==> config.mk <==
export PLATFORM = sky130hd
export DESIGN_NAME = text_console_cursor_engine_core
export DESIGN_NICKNAME = d
export VERILOG_FILES = /design/src/rtl/tcc_pkg.sv /design/src/rtl/tcc_cursor_core.sv /design/src/rtl/text_console_cursor_engine_core.sv
export SDC_FILE = /design/constraint.sdc
export NUM_CORES = 1
export LEC_CHECK = 0
export ABC_CLOCK_PERIOD_IN_PS = 13300
export BUFFER_PORTS_ARGS = -buffer_cell sky130_fd_sc_hd__buf_2
export CAP_MARGIN = 20
export CORE_ASPECT_RATIO = 1.75
export CORE_UTILIZATION = 60
export CTS_CLUSTER_DIAMETER = 40
export DETAILED_ROUTE_END_ITERATION = 6
export GPL_TIMING_DRIVEN = 0
export PLACE_DENSITY = 0.82
export SYNTH_ARGS = -nofsm -noshare
export SYNTH_HDL_FRONTEND = slang
export SYNTH_SLANG_ARGS = --single-unit
==> constraint.sdc <==
create_clock -name aclk -period 13.3 [get_ports aclk]
set_input_delay 0.665 -clock aclk [delete_from_list [all_inputs] [get_ports aclk]]
set_output_delay 0.665 -clock aclk [all_outputs]
set_load 0.02 [all_outputs]
==> src/rtl/tcc_pkg.sv <==
`default_nettype none

package tcc_pkg;

    // Fixed field widths
    localparam int CH_W    = 8;
    localparam int ADDR_W  = 11;
    localparam int END_W   = 7;
    localparam int TAB_W   = 5;
    localparam int SUM_W   = 8;
    localparam int CFG_W   = 8;
    localparam int CFG_IW  = 2;
    localparam int OUT_W   = 41;
    localparam int TDATA_W = 48;

    // Control characters
    localparam logic [CH_W-1:0] CH_BS    = 8'h08;
    localparam logic [CH_W-1:0] CH_TAB   = 8'h09;
    localparam logic [CH_W-1:0] CH_LF    = 8'h0A;
    localparam logic [CH_W-1:0] CH_CR    = 8'h0D;
    localparam logic [CH_W-1:0] CH_SPACE = 8'h20;

    // Saturation value of a recorded line end
    localparam logic [END_W-1:0] END_MAX = 7'h7F;

    // Register reset values
    localparam logic [7:0]       ATTR_RST = 8'h07;
    localparam logic [TAB_W-1:0] TAB_RST  = 5'd5;

    // Configuration register indexes
    typedef enum logic [CFG_IW-1:0] {
        REG_CELL_ATTRIBUTE = 2'd0,
        REG_TAB_ADVANCE    = 2'd1,
        REG_CURSOR_ENABLE  = 2'd2
    } cfg_index_t;

    // Configuration seen by the cursor core
    typedef struct packed {
        logic [7:0]       cell_attribute;
        logic [TAB_W-1:0] tab_advance;
        logic             cursor_enable;
    } cfg_t;

    // One result; cell_write lands in the lowest bit
    typedef struct packed {
        logic              scroll_up;
        logic [ADDR_W-1:0] cursor_pos;
        logic              cursor_update;
        logic [7:0]        cell_attr;
        logic [CH_W-1:0]   cell_char;
        logic [ADDR_W-1:0] cell_addr;
        logic              cell_write;
    } result_t;

endpackage

`default_nettype wire

==> src/rtl/tcc_cursor_core.sv <==
`default_nettype none

module tcc_cursor_core
    import tcc_pkg::*;
#(
    parameter int COLUMNS = 80,
    parameter int ROWS    = 25
) (
    input  wire logic            aclk,
    input  wire logic            aresetn,
    input  wire logic            step,
    input  wire logic [CH_W-1:0] ch,
    input  wire cfg_t            cfg,
    output result_t              result
);

    localparam int CW = $clog2(COLUMNS);
    localparam int RW = $clog2(ROWS);

    logic [CW-1:0]    col_reg, col_next;
    logic [RW-1:0]    row_reg, row_next;
    logic [END_W-1:0] le_reg  [ROWS];
    logic [END_W-1:0] le_next [ROWS];
    logic [END_W-1:0] le_rec  [ROWS];

    logic [CW-1:0]    col_c, nc;
    logic [RW-1:0]    row_c, row_up;
    logic [RW:0]      nr;
    logic [SUM_W-1:0] sum;
    logic [END_W-1:0] le_rd;
    logic             rec_we;
    logic [END_W-1:0] rec_val;
    logic             scr;

    function automatic logic [ADDR_W-1:0] lin(input logic [RW-1:0] r, input logic [CW-1:0] c);
        lin = ADDR_W'(r) * ADDR_W'(COLUMNS) + ADDR_W'(c);
    endfunction

    // Decode one character and work out the new cursor
    always_comb begin
        col_c   = ({1'b0, col_reg} >= (CW+1)'(COLUMNS)) ? CW'(COLUMNS - 1) : col_reg;
        row_c   = ({1'b0, row_reg} >= (RW+1)'(ROWS)) ? RW'(ROWS - 1) : row_reg;
        row_up  = row_c - RW'(1);
        le_rd   = le_reg[row_up];
        nc      = col_c;
        nr      = {1'b0, row_c};
        sum     = '0;
        rec_we  = 1'b0;
        rec_val = '0;
        scr     = 1'b0;
        result  = '0;

        case (ch)
            CH_LF, CH_CR: begin
                rec_we  = 1'b1;
                rec_val = END_W'(col_c);
                nc      = '0;
                nr      = {1'b0, row_c} + (RW+1)'(1);
            end
            CH_BS: begin
                if (col_c == '0) begin
                    rec_we = 1'b1;
                    if (row_c != '0) begin
                        nr = {1'b0, row_up};
                        nc = ({1'b0, le_rd} >= (END_W+1)'(COLUMNS)) ?
                             CW'(COLUMNS - 1) : le_rd[CW-1:0];
                        result.cell_write = 1'b1;
                    end
                end else begin
                    nc = col_c - CW'(1);
                    result.cell_write = 1'b1;
                end
                if (result.cell_write) begin
                    result.cell_addr = lin(nr[RW-1:0], nc);
                    result.cell_char = CH_SPACE;
                    result.cell_attr = cfg.cell_attribute;
                end
            end
            default: begin
                if (ch == CH_TAB) begin
                    sum = SUM_W'(col_c) + SUM_W'(cfg.tab_advance);
                end else begin
                    sum = SUM_W'(col_c) + SUM_W'(1);
                    result.cell_write = 1'b1;
                    result.cell_addr  = lin(row_c, col_c);
                    result.cell_char  = ch;
                    result.cell_attr  = cfg.cell_attribute;
                end
                if (sum >= SUM_W'(COLUMNS)) begin
                    rec_we  = 1'b1;
                    rec_val = (sum > SUM_W'(END_MAX)) ? END_MAX : sum[END_W-1:0];
                    nc      = '0;
                    nr      = {1'b0, row_c} + (RW+1)'(1);
                end else begin
                    nc = sum[CW-1:0];
                end
            end
        endcase

        // Falling off the bottom row scrolls the screen
        if (nr >= (RW+1)'(ROWS)) begin
            scr = 1'b1;
            nc  = '0;
            nr  = (RW+1)'(ROWS - 1);
        end

        col_next = nc;
        row_next = nr[RW-1:0];

        result.cursor_update = cfg.cursor_enable;
        result.cursor_pos    = lin(row_next, col_next);
        result.scroll_up     = scr;
    end

    // Record the line end, then shift the record up on a scroll
    always_comb begin
        for (int i = 0; i < ROWS; i++) begin
            le_rec[i] = (rec_we && (RW'(i) == row_c)) ? rec_val : le_reg[i];
        end
        for (int i = 0; i < ROWS; i++) begin
            if (scr && (i < ROWS - 1)) begin
                le_next[i] = le_rec[(i + 1) % ROWS];
            end else begin
                le_next[i] = le_rec[i];
            end
        end
    end

    // Hold cursor state; advance on every processed transfer
    always_ff @(posedge aclk) begin
        if (!aresetn) begin
            col_reg <= '0;
            row_reg <= '0;
            for (int i = 0; i < ROWS; i++) begin
                le_reg[i] <= '0;
            end
        end else if (step) begin
            col_reg <= col_next;
            row_reg <= row_next;
            for (int i = 0; i < ROWS; i++) begin
                le_reg[i] <= le_next[i];
            end
        end
    end

endmodule

`default_nettype wire

==> src/rtl/text_console_cursor_engine_core.sv <==
// Channel   | Ports                          | Payload
// ----------+--------------------------------+------------------------------------
// input     | s_tvalid s_tready s_tdata[7:0] | ch
// result    | m_tvalid m_tready m_tdata[47:0]| one result per character
// config    | cfg_wr_en cfg_index cfg_wdata  | 0 attribute, 1 tab step, 2 cursor en
//
// One character per cycle while the output is not stalled; each result passes
// through the input register, then the cursor core into the result register.
// aresetn (synchronous, active low) empties both registers, puts the cursor at
// the top left, clears the line-end record and restores the register defaults.
// While m_tready is low the result is held and one more character is taken into
// the input register; s_tready then falls until the result leaves.

`default_nettype none

module text_console_cursor_engine_core
    import tcc_pkg::*;
#(
    parameter int COLUMNS = 80,
    parameter int ROWS    = 25
) (
    input  wire logic               aclk,
    input  wire logic               aresetn,
    // ch [7:0]
    input  wire logic               s_tvalid,
    output logic                    s_tready,
    input  wire logic [7:0]         s_tdata,
    // cell_write [0], cell_addr [11:1], cell_char [19:12], cell_attr [27:20],
    // cursor_update [28], cursor_pos [39:29], scroll_up [40], zero [47:41]
    output logic                    m_tvalid,
    input  wire logic               m_tready,
    output logic [TDATA_W-1:0]      m_tdata,
    input  wire logic               cfg_wr_en,
    input  wire logic [CFG_IW-1:0]  cfg_index,
    input  wire logic [CFG_W-1:0]   cfg_wdata
);

    logic            in_valid_reg;
    logic [CH_W-1:0] ch_reg;
    logic            out_valid_reg;
    result_t         out_reg;
    result_t         result;
    cfg_t            cfg_reg;
    logic            advance;
    logic            step;

    assign advance  = !out_valid_reg || m_tready;
    assign step     = in_valid_reg && advance;
    assign s_tready = !in_valid_reg || advance;
    assign m_tvalid = out_valid_reg;
    assign m_tdata  = {(TDATA_W - OUT_W)'(0), out_reg};

    // Write configuration registers
    always_ff @(posedge aclk) begin
        if (!aresetn) begin
            cfg_reg.cell_attribute <= ATTR_RST;
            cfg_reg.tab_advance    <= TAB_RST;
            cfg_reg.cursor_enable  <= 1'b0;
        end else if (cfg_wr_en) begin
            case (cfg_index)
                REG_CELL_ATTRIBUTE: cfg_reg.cell_attribute <= cfg_wdata;
                REG_TAB_ADVANCE:    cfg_reg.tab_advance    <= cfg_wdata[TAB_W-1:0];
                REG_CURSOR_ENABLE:  cfg_reg.cursor_enable  <= cfg_wdata[0];
                default: ;
            endcase
        end
    end

    // Input register
    always_ff @(posedge aclk) begin
        if (!aresetn) begin
            in_valid_reg <= 1'b0;
        end else if (s_tready) begin
            in_valid_reg <= s_tvalid;
        end
        if (s_tvalid && s_tready) begin
            ch_reg <= s_tdata;
        end
    end

    tcc_cursor_core #(
        .COLUMNS (COLUMNS),
        .ROWS    (ROWS)
    ) u_core (
        .aclk    (aclk),
        .aresetn (aresetn),
        .step    (step),
        .ch      (ch_reg),
        .cfg     (cfg_reg),
        .result  (result)
    );

    // Result register
    always_ff @(posedge aclk) begin
        if (!aresetn) begin
            out_valid_reg <= 1'b0;
        end else if (advance) begin
            out_valid_reg <= in_valid_reg;
        end
        if (step) begin
            out_reg <= result;
        end
    end

endmodule

`default_nettype wire

* After elaboration in Yosys (flattened, before gate mapping)
Memory sizes are Yosys's and may differ from the RTL's.
Index checks and enable logic that the tools add are counted.
** Operators by class
- Equality and inequality tests :: 31
- Magnitude comparators :: 6
- Add/sub/neg operators :: 8
- Reduce and logical (&&, ||, !) cells :: 41
- Multipliers :: 3
- Mux-type cells :: 108
- Bitwise operators :: 25
** Operators by type and width (number)
- $mux W7 :: 83
- $pmux W28 S2 :: 1
- $eq A5 B5 Y1 const A :: 9
- $eq A4 B5 Y1 const A :: 8
- $add A11 B7 Y11 :: 3
- $eq A8 B4 Y1 const B :: 4
- $mux W28 :: 1
- $pmux W7 S2 :: 2
- $logic_and A1 B1 Y1 :: 27
- $mux W27 :: 1
- $or A1 B1 Y1 :: 25
- $mul A5 B3 Y7 const B :: 3
- $eq A3 B5 Y1 const A :: 4
- $mux W6 :: 3
- $mux W8 :: 2
- $mux W5 :: 3
- $ge A7 B7 Y1 const B :: 2
- $pmux W6 S2 :: 1
- $eq A2 B5 Y1 const A :: 2
- $mux W1 :: 10
- $add A7 B1 Y8 const B :: 1
- $add A7 B5 Y8 :: 1
- $ge A8 B7 Y1 const B :: 1
- $gt A8 B7 Y1 const B :: 1
- 19 further kinds :: 24
** Storage, ports and cells
- Logic and storage cells :: 238
- Output and inout bits :: 50
- Register bits after elaboration :: 77
- Bits in writable memories :: 175
- Memories :: 1
** Memories
- u_core.le_reg :: words 25, width 7, read ports 25, clocked after memory_dff 0, wr ports 25, line tcc_cursor_core.sv:22 : logic [END_W-1:0] le_reg [ROWS];

* Logic depth before layout (Yosys ltp)
- Word-level depth :: 13
- Gate-level depth with buffers :: 30

* Hierarchy
Synthesis repeated with hierarchy kept, for this count alone.
** Second synthesis, totals
- Cell total of the unflattened synthesis :: 1524
- Area total of the unflattened synthesis :: 17101.4 µm²
** Modules (own cells, without submodules)
- tcc_cursor_core :: area each 14906.8 µm², seq. area each 5495.3 µm², cells each 1400, instances 1
- text_console_cursor_engine_core :: area each 2194.6 µm², seq. area each 1791.7 µm², cells each 124, instances 1

* Least setup slack after synthesis
Ideal clock, no wire load.
- Path type :: flip-flop to flip-flop
- From :: reg ch_reg[4]
- To :: reg out_reg, in the netlist m_tdata[39] (data pin)
- Data required time :: 13042 ps
- Arrival time :: 5861 ps
- Period minus slack after synthesis :: 6120 ps
- Library setup time :: 258 ps
- Stages on the path, launching flop included :: 25
- Path slack :: 7180 ps
- Cell sequence :: edfxtp_1 > nor4b_4 > buf_2 > nand2_1 > or3_1 > ha_1 > fa_1 > a21o_1 > a21oi_1 > xor2_1 > o211ai_1 > nand2_1 > mux2i_1 > buf_2 > buf_2 > clkbuf_1 > nand2_1 > inv_1 > ha_1 > ha_1 > fa_1 > xnor2_1 > or3b_2 > xor2_1 > xnor2_1
** RTL lines
- start, declared :: line text_console_cursor_engine_core.sv:39 : logic [CH_W-1:0] ch_reg;
- start signal, assigned :: line text_console_cursor_engine_core.sv:77 : ch_reg <= s_tdata;
- end signal, assigned :: line text_console_cursor_engine_core.sv:101 : out_reg <= result;
- end, declared :: line text_console_cursor_engine_core.sv:41 : result_t out_reg;

==> out/metrics.yaml <==
hp-class: "in -> reg"
drc: 0
finalSetupViolations: 0
clk_pin_slew_ns: 0.07
drive_gt1_frac: 0.230
synth_flop_cell: "edfxtp_1"
crit_required_ns: 13.63
yosysTopAreaCellShare: 0.393
dp_hpwl_um: 45200
synth_seq_cells: 252
initial_core_util: 0.611
timing.slew.headroom: 0.149
root_buffer: "clkbuf_16"
wl_um: 64400
powerDensity_nw_per_um2: 108
avgSynthCellArea_um2: 10.5
cts_buffer_depth: 3
async_reset_ff_frac: 0
grt_pass1_vias: 15300
post-cts-setup-buffers: 0
syn_area_um2: 17100
worst_slew_pin_slew_ns: 1.28
groute.usage.overall: 0.456
routabilityCongestion: 1.07
synth_area_leader_cell: "edfxtp_1"
numCtsBuffers: 30
die_h_um: 225
cts_sinks: 252
power_mw: 2.06
overflow: 0
syn_to_final_growth_pct: 11.5
grt_max_degree: 132
ant_nets: 0
grt_pass1_wl_um: 94700
p_leak_nw: 7.02
cp-end-kind: "flop"
fmax_mhz: 112
wl_per_cell_um: 30.1
antenna_found_initial: 7
fin_crit_ns: 8.96
yosysWarnings: 0
dieArea_um2: 29200
min_period_over_period: 0.674
yosysSeqAreaShare: 0.426
cp-start-kind: "flop"
nFillCells: 2134
fin_setup_tns_ns: 0
vias: 15400
post_cts_resized: 0
synth_area_leaders: "edfxtp_1 39%, mux2_2 9.4%, mux4_2 5.3%"
slew_viol_final: 0
boundaryPins: 73
synth_edf_count: 224
drtIter0Drc: 2424
largest_register_ffs: 175
post_synth_inst_count: 1624
ys_types: 82
peakVddDrop_mv: 0.107
worstSetupPathType: "reg -> reg"
status: "completed"
worstRegToRegCells: 27
rsz0062_at_grt: "false"
slowest_delay_ns: 0.76
worstPathMaxFanout: 13
die_w_um: 130
htree_levels: 1
vias_per_cell: 7.21
maxCapViolations: 0
cp.arrival_ns: 9.29
first_pass_iters: 6
rows: 81
layout.nets: 1804
core-area_um2: 28000
slowest_stage: "mux2i_1"
hold_depth: 1
finalHoldViolations: 0
skew_ns: 0.0194
postCtsHoldBufs: 0
cts_tree: "built"
clk_latency_ns: 0.61
placement.io_buffers: 64
cell usage in the layout, fill, tap and decap left out, types with 28 or more instances in the layout:
cell,instances
nor2_1,78
dfxtp_1,28
edfxtp_1,224
clkbuf_16,32
nand2_1,116
mux2i_1,78
a21oi_1,128
nand3_1,106
ha_1,38
o21ai_0,59
mux4_2,40
clkbuf_1,83
buf_2,109
mux2_2,143
o21ai_1,84
worst paths after layout:
kind	startpoint	endpoint	slack [ns]
setup / recovery	u_core.row_reg[0]$_SDFFE_PN0P_	m_tdata[39]$_DFFE_PP_	4.34
hold reg to reg	cfg_reg[0]$_SDFFE_PN0P_	m_tdata[28]$_DFFE_PP_	0.45
setup reg to reg	u_core.row_reg[0]$_SDFFE_PN0P_	m_tdata[39]$_DFFE_PP_	4.34
hold / removal	s_tdata[5]	ch_reg[5]$_DFFE_PP_	0.23
layout make-up:
class,count,area [um2],share of cell area
well taps,373,467,0.0245
clock buffers,38,843,0.0443
repair buffers,74,429,0.0225
flip-flops and latches,252,7290,0.382
clock inverters,18,166,0.00873
diodes,6,15.0,0.000788
multi-input cells,1197,9050,0.475
inverters,30,124,0.00650
plain buffers,151,673,0.0353
metrics by stage:
stage / utilization / cells / worst slack (ns) / cell area [um2] / hold WS [ns]
floorplan: - / 1630 / 7.18 / 17100 / 0.408
global placement: 0.640 / 2067 / 4.98 / 17900 / 0.420
detailed placement: 0.643 / 2072 / 4.85 / 18000 / 0.424
CTS: 0.679 / 2128 / 4.86 / 19000 / 0.252
global route: 0.681 / 2135 / 4.28 / 19000 / 0.233
finish: 0.681 / 2139 / 4.34 / 19100 / 0.232
Yosys cell counts (all sizes together), types with 13 or more instances:
| cell | n |
|---|---|
| edfxtp | 224 |
| mux2 | 149 |
| o21ai | 143 |
| a21oi | 128 |
| nand2 | 117 |
| nand3 | 106 |
| clkbuf | 79 |
| mux2i | 78 |
| nor2 | 78 |
| buf | 72 |
| mux4 | 40 |
| ha | 38 |
| dfxtp | 28 |
| inv | 27 |
| xnor2 | 24 |
| nand4 | 23 |
| nor4 | 21 |
| a21o | 20 |
| and2 | 17 |
| nand2b | 15 |
| o22ai | 14 |
| or4 | 14 |
| nor3 | 13 |
worst max-delay path, delay by kind of cell, from the launching register on:
kind / cells / cell delay, ns
multiplexers: 1 / 0.76
AO/OA/AOI/OAI: 3 / 0.58
XOR/XNOR: 3 / 0.46
flip-flops: 1 / 0.55
AND/OR/NAND/NOR: 7 / 1.53
buffers and inverters: 8 / 3.33
adder cells (fa/ha/maj): 5 / 1.41
logic make-up after synthesis:
| kind of cell | count (synthesis) | synth area share |
|---|---|---|
| mux | 267 | 0.196 |
| compound gates | 394 | 0.139 |
| other cells | 1 | 0.000219 |
| buf+inv | 181 | 0.0461 |
| fa+ha+maj | 45 | 0.0360 |
| simple gates | 448 | 0.137 |
| xor+xnor | 36 | 0.0184 |
| flops | 252 | 0.426 |
metal layers:
metal,wire [um],global-route usage
met1,18800,0.442
met5,26,0
met4,8260,0.458
met2,29700,0.727
met3,7690,0.164
power breakdown:
group          switching (mW)  internal (mW)
Sequential             0.0305          0.914
Clock                   0.375          0.475
Combinational           0.167         0.0973
Note: power is estimated with default switching activity, not from simulation.
